--- src/hw/rtl/qpr_pkg.sv ---
package qpr_pkg;

  localparam int COORD_W = 32;
  localparam int COEF_W  = 16;
  localparam int QUAT_W  = 16;
  localparam int COEF_F  = COEF_W - 2;

  localparam int NUM_COEF = 9;

  // register map
  localparam int CFG_IDX_W = 2;
  localparam logic [CFG_IDX_W-1:0] CFG_QUAT_I    = 2'd0;
  localparam logic [CFG_IDX_W-1:0] CFG_QUAT_J    = 2'd1;
  localparam logic [CFG_IDX_W-1:0] CFG_QUAT_K    = 2'd2;
  localparam logic [CFG_IDX_W-1:0] CFG_QUAT_REAL = 2'd3;

  localparam logic [QUAT_W-1:0] QUAT_REAL_RST = QUAT_W'(1 << (QUAT_W - 2));

  // matrix derivation widths
  localparam int PROD_W = 2 * QUAT_W;
  localparam int PSUM_W = PROD_W + 1;
  localparam int NORM_W = PROD_W + 1;
  localparam int QB     = COEF_F + 2;
  localparam int DIV_W  = PROD_W + QB;
  localparam int REM_W  = NORM_W + 1;

  localparam logic [COEF_W-1:0] COEF_ONE = COEF_W'(1 << COEF_F);

  typedef logic [NUM_COEF-1:0][COEF_W-1:0] coef_mat_t;

  typedef struct packed {
    logic busy;
    logic zero_q;
  } seq_status_t;

  function automatic coef_mat_t identity_mat();
    coef_mat_t m;
    for (int t = 0; t < NUM_COEF; t++) begin
      m[t] = ((t % 4) == 0) ? COEF_ONE : '0;
    end
    return m;
  endfunction

endpackage

--- src/hw/rtl/qpr_matrix_seq.sv ---
module qpr_matrix_seq (
  input  logic                             clk,
  input  logic                             rst_n,
  input  logic                             cfg_we,
  input  logic [qpr_pkg::CFG_IDX_W-1:0]    cfg_index,
  input  logic [qpr_pkg::QUAT_W-1:0]       cfg_data,
  output qpr_pkg::coef_mat_t               coef_o,
  output qpr_pkg::seq_status_t             status_o
);
  import qpr_pkg::*;

  localparam logic [2:0] ST_IDLE  = 3'd0;
  localparam logic [2:0] ST_MUL   = 3'd1;
  localparam logic [2:0] ST_ADD   = 3'd2;
  localparam logic [2:0] ST_POST  = 3'd3;
  localparam logic [2:0] ST_DIV   = 3'd4;
  localparam logic [2:0] ST_STORE = 3'd5;

  // jobs: two halves of the norm, then the nine coefficients row-major
  localparam logic [3:0] J_NA = 4'd0;
  localparam logic [3:0] J_NB = 4'd1;
  localparam logic [3:0] J_M0 = 4'd2;
  localparam logic [3:0] J_M1 = 4'd3;
  localparam logic [3:0] J_M2 = 4'd4;
  localparam logic [3:0] J_M3 = 4'd5;
  localparam logic [3:0] J_M4 = 4'd6;
  localparam logic [3:0] J_M5 = 4'd7;
  localparam logic [3:0] J_M6 = 4'd8;
  localparam logic [3:0] J_M7 = 4'd9;
  localparam logic [3:0] J_M8 = 4'd10;

  localparam int CNT_W = $clog2(QB);
  localparam int CW    = QB + 2;
  localparam logic signed [CW-1:0] ONE_W = CW'(1 << COEF_F);

  logic [2:0]                state_r;
  logic [3:0]                job_r;
  logic signed [QUAT_W-1:0]  quat_r [4];
  logic signed [QUAT_W-1:0]  qi, qj, qk, qr;
  logic signed [QUAT_W-1:0]  op_a, op_b, op_c, op_d;
  logic                      op_sub, op_diag;
  logic signed [PROD_W-1:0]  prod_a_r, prod_b_r;
  logic signed [PSUM_W-1:0]  psum_r, norm_a_r;
  logic [NORM_W-1:0]         norm_r, norm_sum;
  logic                      neg_r;
  logic [PROD_W-1:0]         mag;
  logic [DIV_W-1:0]          dividend;
  logic [REM_W-1:0]          rem_r, divisor;
  logic [REM_W:0]            trial;
  logic                      trial_ge;
  logic [QB-1:0]             dlo_r, quo_r;
  logic [CNT_W-1:0]          cnt_r;
  logic signed [CW-1:0]      quo_s, coef_val;
  logic [3:0]                coef_idx;
  coef_mat_t                 mat_r;
  logic                      zero_r;

  function automatic logic [COEF_W-1:0] clamp_coef(input logic signed [CW-1:0] v);
    logic [COEF_W-1:0] res;
    if (v[CW-1:COEF_W-1] == {(CW-COEF_W+1){v[CW-1]}}) begin
      res = v[COEF_W-1:0];
    end else begin
      res = v[CW-1] ? {1'b1, {(COEF_W-1){1'b0}}} : {1'b0, {(COEF_W-1){1'b1}}};
    end
    return res;
  endfunction

  assign qi = quat_r[CFG_QUAT_I];
  assign qj = quat_r[CFG_QUAT_J];
  assign qk = quat_r[CFG_QUAT_K];
  assign qr = quat_r[CFG_QUAT_REAL];

  always_comb begin
    op_a    = '0;
    op_b    = '0;
    op_c    = '0;
    op_d    = '0;
    op_sub  = 1'b0;
    op_diag = 1'b0;
    unique case (job_r)
      J_NA: begin op_a = qi; op_b = qi; op_c = qj; op_d = qj; end
      J_NB: begin op_a = qk; op_b = qk; op_c = qr; op_d = qr; end
      J_M0: begin op_a = qj; op_b = qj; op_c = qk; op_d = qk; op_diag = 1'b1; end
      J_M1: begin op_a = qi; op_b = qj; op_c = qk; op_d = qr; op_sub = 1'b1; end
      J_M2: begin op_a = qi; op_b = qk; op_c = qj; op_d = qr; end
      J_M3: begin op_a = qi; op_b = qj; op_c = qk; op_d = qr; end
      J_M4: begin op_a = qi; op_b = qi; op_c = qk; op_d = qk; op_diag = 1'b1; end
      J_M5: begin op_a = qj; op_b = qk; op_c = qi; op_d = qr; op_sub = 1'b1; end
      J_M6: begin op_a = qi; op_b = qk; op_c = qj; op_d = qr; op_sub = 1'b1; end
      J_M7: begin op_a = qj; op_b = qk; op_c = qi; op_d = qr; end
      J_M8: begin op_a = qi; op_b = qi; op_c = qj; op_d = qj; op_diag = 1'b1; end
      default: begin end
    endcase
  end

  assign norm_sum = NORM_W'(norm_a_r) + NORM_W'(psum_r);
  assign mag      = psum_r[PSUM_W-1] ? PROD_W'(-psum_r) : PROD_W'(psum_r);
  // 2*num + n with num = |P| << (F+1)
  assign dividend = (DIV_W'(mag) << QB) + DIV_W'(norm_r);
  assign divisor  = {norm_r, 1'b0};
  assign trial    = {rem_r, dlo_r[QB-1]};
  assign trial_ge = trial >= {1'b0, divisor};

  assign quo_s    = neg_r ? -$signed({2'b00, quo_r}) : $signed({2'b00, quo_r});
  assign coef_val = op_diag ? ONE_W - quo_s : quo_s;
  assign coef_idx = job_r - J_M0;

  always_ff @(posedge clk) begin
    if (!rst_n) begin
      state_r               <= ST_IDLE;
      job_r                 <= J_NA;
      quat_r[CFG_QUAT_I]    <= '0;
      quat_r[CFG_QUAT_J]    <= '0;
      quat_r[CFG_QUAT_K]    <= '0;
      quat_r[CFG_QUAT_REAL] <= QUAT_REAL_RST;
      mat_r                 <= identity_mat();
      zero_r                <= 1'b0;
    end else if (cfg_we) begin
      // any write restarts the rebuild from the current register set
      quat_r[cfg_index] <= cfg_data;
      state_r           <= ST_MUL;
      job_r             <= J_NA;
    end else begin
      unique case (state_r)
        ST_IDLE: begin end
        ST_MUL: begin
          prod_a_r <= PROD_W'(op_a) * PROD_W'(op_b);
          prod_b_r <= PROD_W'(op_c) * PROD_W'(op_d);
          state_r  <= ST_ADD;
        end
        ST_ADD: begin
          psum_r  <= op_sub ? PSUM_W'(prod_a_r) - PSUM_W'(prod_b_r)
                            : PSUM_W'(prod_a_r) + PSUM_W'(prod_b_r);
          state_r <= ST_POST;
        end
        ST_POST: begin
          if (job_r == J_NA) begin
            norm_a_r <= psum_r;
            job_r    <= J_NB;
            state_r  <= ST_MUL;
          end else if (job_r == J_NB) begin
            if (norm_sum == '0) begin
              mat_r   <= identity_mat();
              zero_r  <= 1'b1;
              state_r <= ST_IDLE;
            end else begin
              norm_r  <= norm_sum;
              zero_r  <= 1'b0;
              job_r   <= J_M0;
              state_r <= ST_MUL;
            end
          end else begin
            neg_r   <= psum_r[PSUM_W-1];
            rem_r   <= REM_W'(dividend[DIV_W-1:QB]);
            dlo_r   <= dividend[QB-1:0];
            quo_r   <= '0;
            cnt_r   <= '0;
            state_r <= ST_DIV;
          end
        end
        ST_DIV: begin
          rem_r <= trial_ge ? REM_W'(trial - {1'b0, divisor}) : trial[REM_W-1:0];
          quo_r <= {quo_r[QB-2:0], trial_ge};
          dlo_r <= {dlo_r[QB-2:0], 1'b0};
          cnt_r <= cnt_r + 1'b1;
          if (cnt_r == CNT_W'(QB - 1)) begin
            state_r <= ST_STORE;
          end
        end
        ST_STORE: begin
          mat_r[coef_idx] <= clamp_coef(coef_val);
          if (job_r == J_M8) begin
            state_r <= ST_IDLE;
          end else begin
            job_r   <= job_r + 1'b1;
            state_r <= ST_MUL;
          end
        end
        default: state_r <= ST_IDLE;
      endcase
    end
  end

  assign coef_o          = mat_r;
  assign status_o.busy   = (state_r != ST_IDLE);
  assign status_o.zero_q = zero_r;

endmodule

--- config.mk ---
export PLATFORM = sky130hd
export DESIGN_NAME = qpr_matrix_seq
export DESIGN_NICKNAME = d
export VERILOG_FILES = /design/src/hw/rtl/qpr_pkg.sv /design/src/hw/rtl/qpr_matrix_seq.sv
export SDC_FILE = /design/constraint.sdc
export NUM_CORES = 2
export LEC_CHECK = 0
export BUFFER_PORTS_ARGS = -buffer_cell sky130_fd_sc_hd__buf_4
export CAP_MARGIN = 15
export CORE_MARGIN = 2
export CORE_UTILIZATION = 53
export CTS_CLUSTER_SIZE = 40
export DETAILED_ROUTE_END_ITERATION = 12
export PLACE_DENSITY = 0.76
export SYNTH_ARGS = -nofsm -noshare
export SYNTH_HDL_FRONTEND = slang
export SYNTH_SLANG_ARGS = --single-unit
export TNS_END_PERCENT = 50
--- constraint.sdc ---
create_clock -name clk -period 7.32 [get_ports clk]
set_input_delay 0.366 -clock clk [delete_from_list [all_inputs] [get_ports clk]]
set_output_delay 0.366 -clock clk [all_outputs]
set_load 0.1 [all_outputs]
=== Word level (Yosys, flattened, before mapping) ===
Memories as Yosys holds them, arrays and structs flattened.
Index checks and enable logic that the tools add are counted.

* Register bits after elaboration: 386
* RAM bits: 64
* Output and inout port bits: 146
* Word-level logic and storage cells: 161
* Memories: 1

* Add/subtract/negate cells: 11
* $mul: 2
* Order comparisons: 3
* Equal/unequal tests: 27
* Muxes and demuxes: 55
* Bitwise logic cells: 6
* Reductions and logical operators: 33

{| class="wikitable"
|+ Memory list
! memory !! words !! width !! read ports !! clocked after memory_dff !! write ports !! RTL line !! text
|-
| quat_r || 4 || 16 || 4 || 0 || 4 || qpr_matrix_seq.sv:38 || <nowiki>logic signed [QUAT_W-1:0] quat_r [4];</nowiki>
|}

{| class="wikitable"
|+ Operators by type and width
! kind !! number
|-
| two-way mux 144 bit || 3
|-
| case mux 144 bit (2 select lines) || 1
|-
| two-way mux 16 bit || 11
|-
| bitwise mux 144 bit || 1
|-
| case mux 16 bit (3 select lines) || 3
|-
| two-way mux 34 bit || 3
|-
| case mux 34 bit (2 select lines) || 1
|-
| demux 16 bit (select 4 bit) || 1
|-
| multiplier 16 x 16 -> 32 bit || 2
|-
| case mux 16 bit (2 select lines) || 2
|-
| case mux 16 bit (4 select lines) || 1
|-
| adder 48 x 33 -> 48 bit || 1
|-
| two-way mux 18 bit || 2
|-
| greater-or-equal comparator 35 x 34 -> 1 bit || 1
|-
| subtractor 34 bit || 1
|-
| adder 32 x 32 -> 33 bit || 1
|-
| adder 33 bit || 1
|-
| logical NOT 33 bit || 1
|-
| two-way mux 33 bit || 1
|-
| subtractor 32 x 32 -> 33 bit || 1
|-
| two-way mux 32 bit || 1
|-
| negation 32 bit || 1
|-
| two-way mux 4 bit || 6
|-
| negation 16 -> 18 bit || 1
|-
| 37 further kinds || 89
|}

=== Depth between registers and ports, before layout ===
* Depth in word-level cells: 11
* Mapped depth: 36
* Gate-level depth less buffers: 33

=== Worst setup path after synthesis ===
Ideal clock, no wire load.

* Kind: in2reg
* From: input rst_n
* To: register state_r[1]
* Setup time: 0.097 ns
* Arrival time: 7.942 ns
* Data required time: 7.223 ns
* Path slack: -0.718 ns
* Stages on the path: 4
* Cell sequence: clkbuf_1 > nand2_1 > nor4b_1 > or2_2

* Word-level cells in the longest chain between the ends: 2

{| class="wikitable"
|+ Ends and longest elaborated chain
! item !! RTL line !! text
|-
| from (decl) || qpr_matrix_seq.sv:3 || <nowiki>input logic rst_n,</nowiki>
|-
| NOT 1 bit (no source line) || n/a ||
|-
| OR reduction 2 bit (no source line) || n/a ||
|-
| to (signal assigned) || qpr_matrix_seq.sv:110 || <nowiki>state_r <= ST_IDLE;</nowiki>
|-
| to (signal assigned) || qpr_matrix_seq.sv:121 || <nowiki>state_r <= ST_MUL;</nowiki>
|-
| to (signal assigned) || qpr_matrix_seq.sv:129 || <nowiki>state_r <= ST_ADD;</nowiki>
|-
| to (decl) || qpr_matrix_seq.sv:36 || <nowiki>logic [2:0] state_r;</nowiki>
|}

Every way passes these cells.
A chain may end at the register's enable or synchronous reset.

=== Worst setup path in the final report ===
* From: register job_r[0]
* To: register prod_a_r[25] (data pin)

* Word-level cells in the longest chain between the ends: 4
* Elaborated cells between the ends (all ways): 19
* Classes of those cells: 1 x mul; 10 x eq/ne; 2 x mux; 6 x reduce/logical

{| class="wikitable"
|+ Ends and longest elaborated chain
! item !! RTL line !! text
|-
| from (decl) || qpr_matrix_seq.sv:37 || <nowiki>logic [3:0] job_r;</nowiki>
|-
| from (signal assigned) || qpr_matrix_seq.sv:175 || <nowiki>job_r <= job_r + 1'b1;</nowiki>
|-
| equality test 4 bit, or another cell as far along || qpr_matrix_seq.sv:80 || <nowiki>unique case (job_r)</nowiki>
|-
| OR reduction 7 bit (no source line), or another cell as far along || n/a ||
|-
| case mux 16 bit (3 select lines) || qpr_matrix_seq.sv:80 ||
|-
| multiplier 16 x 16 -> 32 bit (*) || qpr_matrix_seq.sv:127 || <nowiki>prod_a_r <= PROD_W'(op_a) * PROD_W'(op_b);</nowiki>
|-
| to (signal assigned) || qpr_matrix_seq.sv:127 ||
|-
| to (decl) || qpr_matrix_seq.sv:42 || <nowiki>logic signed [PROD_W-1:0] prod_a_r, prod_b_r;</nowiki>
|}

Mark *: on every way between the ends. The rest lies on a longest branch, timed or not.

==> metrics.md <==
| Metric | Value |
|---|---|
| Reg2Reg Launch Point | `job_r[0]` |
| Crit end category | `flip-flop` |
| Minimum hold slack | `between 0.05 and 0.06 ns` |
| Top Ports | `roughly 170` |
| Req. time, crit path | `about 7.7 ns` |
| R2R cell count | `31` |
| First drt pass iteration count | `9` |
| Die width | `roughly 300 um` |
| H-tree depth | `2` |
| Cells after Synth | `4772` |
| Final core occ | `0.627` |
| Reg2Reg Capture Point | `prod_a_r[25]` |
| Critical path class | `flip-flop to flip-flop` |
| Die height | `just under 300 um` |
| Final setup violation count | `5` |
| Yosys reg bits | `450` |
| Clock Pin Slew Worst Setup and Hold Paths | `approximately 0.060 ns` |
| Clock sinks | `between 400 and 500` |
| Antenna violations before repair | `0` |
| Syn avg cell area | `between 9 and 10 um2` |
| Place WS | `-0.277 ns` |
| Period utilization | `1.01` |
| Most frequent CP cell | `fa_1` |
| Worst rel slew slack | `0.248` |
| Vias in the first global route | `37126` |
| Row count | `107` |
| Flop-to-flop setup slack | `-0.1 ns` |
| Fmax | `between 0.1 and 0.15 GHz` |
| DIE AREA | `between 80000 and 90000 um2` |
| Synth Cell Area | `~45000 um2` |
| Clock Tree Root | `clkbuf_16` |
| Share of layout cells above drive strength 1 | `0.168` |
| RSZ-0062 raised after global routing | `yes` |
| Slew @ Worst Pin | `roughly 1.1 ns` |
| Post-synth top area share | `0.233` |
| FFs w/ async S/R, synth | `0` |
| Distinct cells, synth | `between 90 and 100` |
| Prevailing post-synth register cell | `edfxtp_1` |
| Buffers on Ports | `between 150 and 200` |
| Critical path origin | `job_r[0]` |
| Vias per cell | `approximately 5.7` |
| Setup WS post-layout | `-0.0974 ns` |
| Max-cap violations | `0` |
| Startpoint Class | `flip-flop` |
| Hold Vio Cnt, Final | `0` |
| Grt ovf | `0` |
| Synthesized net count | `5610` |
| Initial core utilization | `0.534` |
| Cts-stage hold buffer count | `0` |
| Yosys warns | `0` |
| Slowest stage cell, crit path | `fa_1` |
| Synth area leaders | `fa_1 23%, edfxtp_1 20%, ha_1 8.0%` |
| DRC violation total after the first TritonRoute iteration | `around 3100` |
| Routed wire length | `~130000 um` |
| Crit-path max FO | `8` |
| CTS tree | `built` |
| GPL Wtd Cong | `about 1.0` |
| DRC violations left | `0` |
| Violated checks | `setup timing` |
| Status | `finished with violations` |
| Gr usage total | `0.284` |
| Setup_tns | `-0.303 ns` |
| CORE AREA | `around 85000 um2` |
| Clock Latency Late Sink | `roughly 0.63 ns` |
| Nets | `slightly above 6000` |
| Longest Clk Path Bufs | `3` |
| Skew final | `0.0293 ns` |
| Min cycle time layout | `between 7 and 8 ns` |
| WL per Instance | `about 20 um` |
| Post-DRT Antenna Nets | `0` |
| Worst Path Arrival | `between 7 and 8 ns` |
| Pins Over Slew Limit | `0` |
| Min-Delay Path Class | `input port to flip-flop` |
| Commonest cells post-synth | `691 x inv_1, 528 x fa_1, 483 x nor2_1, 393 x nand2_1, 298 x edfxtp_1` |
| Max stage delay on crit path | `about 0.55 ns` |
| Most frequent cell after synthesis | `inv_1` |
| Post-synth EDFFs | `a little under 300` |
| Sequential area share after synthesis | `0.264` |
| Dpl hpwl | `103000 um` |
| Worst setup path end | `prod_a_r[25]` |
| Vias | `36664` |
| Pin count of the biggest net entering global routing | `71` |
| Layout area overhead | `17.4%` |
| CTS buffer count | `48` |
| Global-route wire length before repair | `around 200000 um` |
| Largest area contributor in the netlist | `fa_1` |
## flip-flops by register name (all words and copies together) (netlist names)
name and cells:
norm_r 33, quo_r 16, job_r 4, prod_a_r 32
dlo_r 16, prod_b_r 32, norm_a_r 33, quat_r 64
neg_r 1, coef_o 144, zero_r 1, state_r 3
cnt_r 4, rem_r 34, psum_r 33
## layout by cell type, fill, tap and decap left out, types with 19 or more instances in the layout
master     count
inv_1        682
buf_4        552
fa_1         507
nor2_1       474
nand2_1      386
edfxtp_1     298
ha_1         275
a21oi_1      186
xnor2_1      173
dfxtp_1      149
o21ai_0      111
and2_1        98
xor2_1        94
o2bb2ai_1     91
a21o_1        77
a22oi_1       71
nor2b_1       62
nor3_1        59
clkbuf_16     48
nand2b_1      45
or2_2         43
nand3_1       42
a211oi_1      39
and3_1        35
o31ai_1       34
o21a_1        33
or3_1         29
a22o_1        23
a222oi_1      21
fa_2          21
buf_12        21
nor4_1        19
a31oi_1       19
## routing by layer
layer,up-vias,part of all wire,track usage
met3,319,0.069,0.0414
li1,17065,-,-
met4,0,0.045,0.113
met2,1431,0.48,0.481
met5,-,0,0
met1,17849,0.41,0.366
## worst min path at each step
stage,startpoint,endpoint,cells past startpoint
4_1_cts,cfg_data[8],quat_r[0][8],2
3_3_place_gp,coef_o[143],coef_o[143],2
2_1_floorplan,psum_r[32],neg_r,0
3_5_place_dp,coef_o[17],coef_o[17],1
6_report,cfg_data[8],quat_r[0][8],2
5_1_grt,cfg_data[10],quat_r[1][10],2
## worst max-delay path, delay by kind of cell, from the launching register on
kind / cells / cell delay [ns]
fa+ha+maj: 8 / 3.51
compound gates: 10 / 1.78
buf+inv: 8 / 0.74
simple gates: 4 / 0.61
flops: 1 / 0.36
xor+xnor: 1 / 0.14
## timing repair
action                     in CTS  in global routing
setup endpoints to repair      14                 21
pin swaps                      34                 41
gates resized for setup        34                 70
cloned                          1                  0
buffers inserted               25                 11
## stage by stage
stage / cells / instance area, um2
after CTS: 6407 / 53000
after detailed placement: 6292 / 50900
after floorplan: 4772 / 45800
after global routing: 6417 / 53300
after global placement: 6292 / 50900
final: 6418 / 53300
## cell type report
type	instances	area [um2]
timing repair buffer	587	4730
antenna	1	2.50
clock inverter	29	367
clock buffer	60	1300
fill	6803	31700
inverter	692	2600
tap	1144	1430
sequential	450	12000
multi-input combinational	3455	30900
## cells by family (layout without fill, tap and decap cells)
| family | after synthesis | count (layout) | synth area share |
|---|---|---|---|
| and+or+nand+nor | 1414 | 1414 | 0.146 |
| AOI/OAI and AO/OA | 941 | 941 | 0.149 |
| other | 0 | 1 | 0 |
| xor gates and xnor gates | 267 | 267 | 0.0515 |
| buffers and inverters | 867 | 1368 | 0.0733 |
| DFF | 450 | 450 | 0.264 |
| muxes | 16 | 16 | 0.00355 |
| adders and majority gates | 817 | 817 | 0.312 |
Power is not shown: default switching activity piles up to over one toggle a cycle in this logic, so the estimate is an artifact.
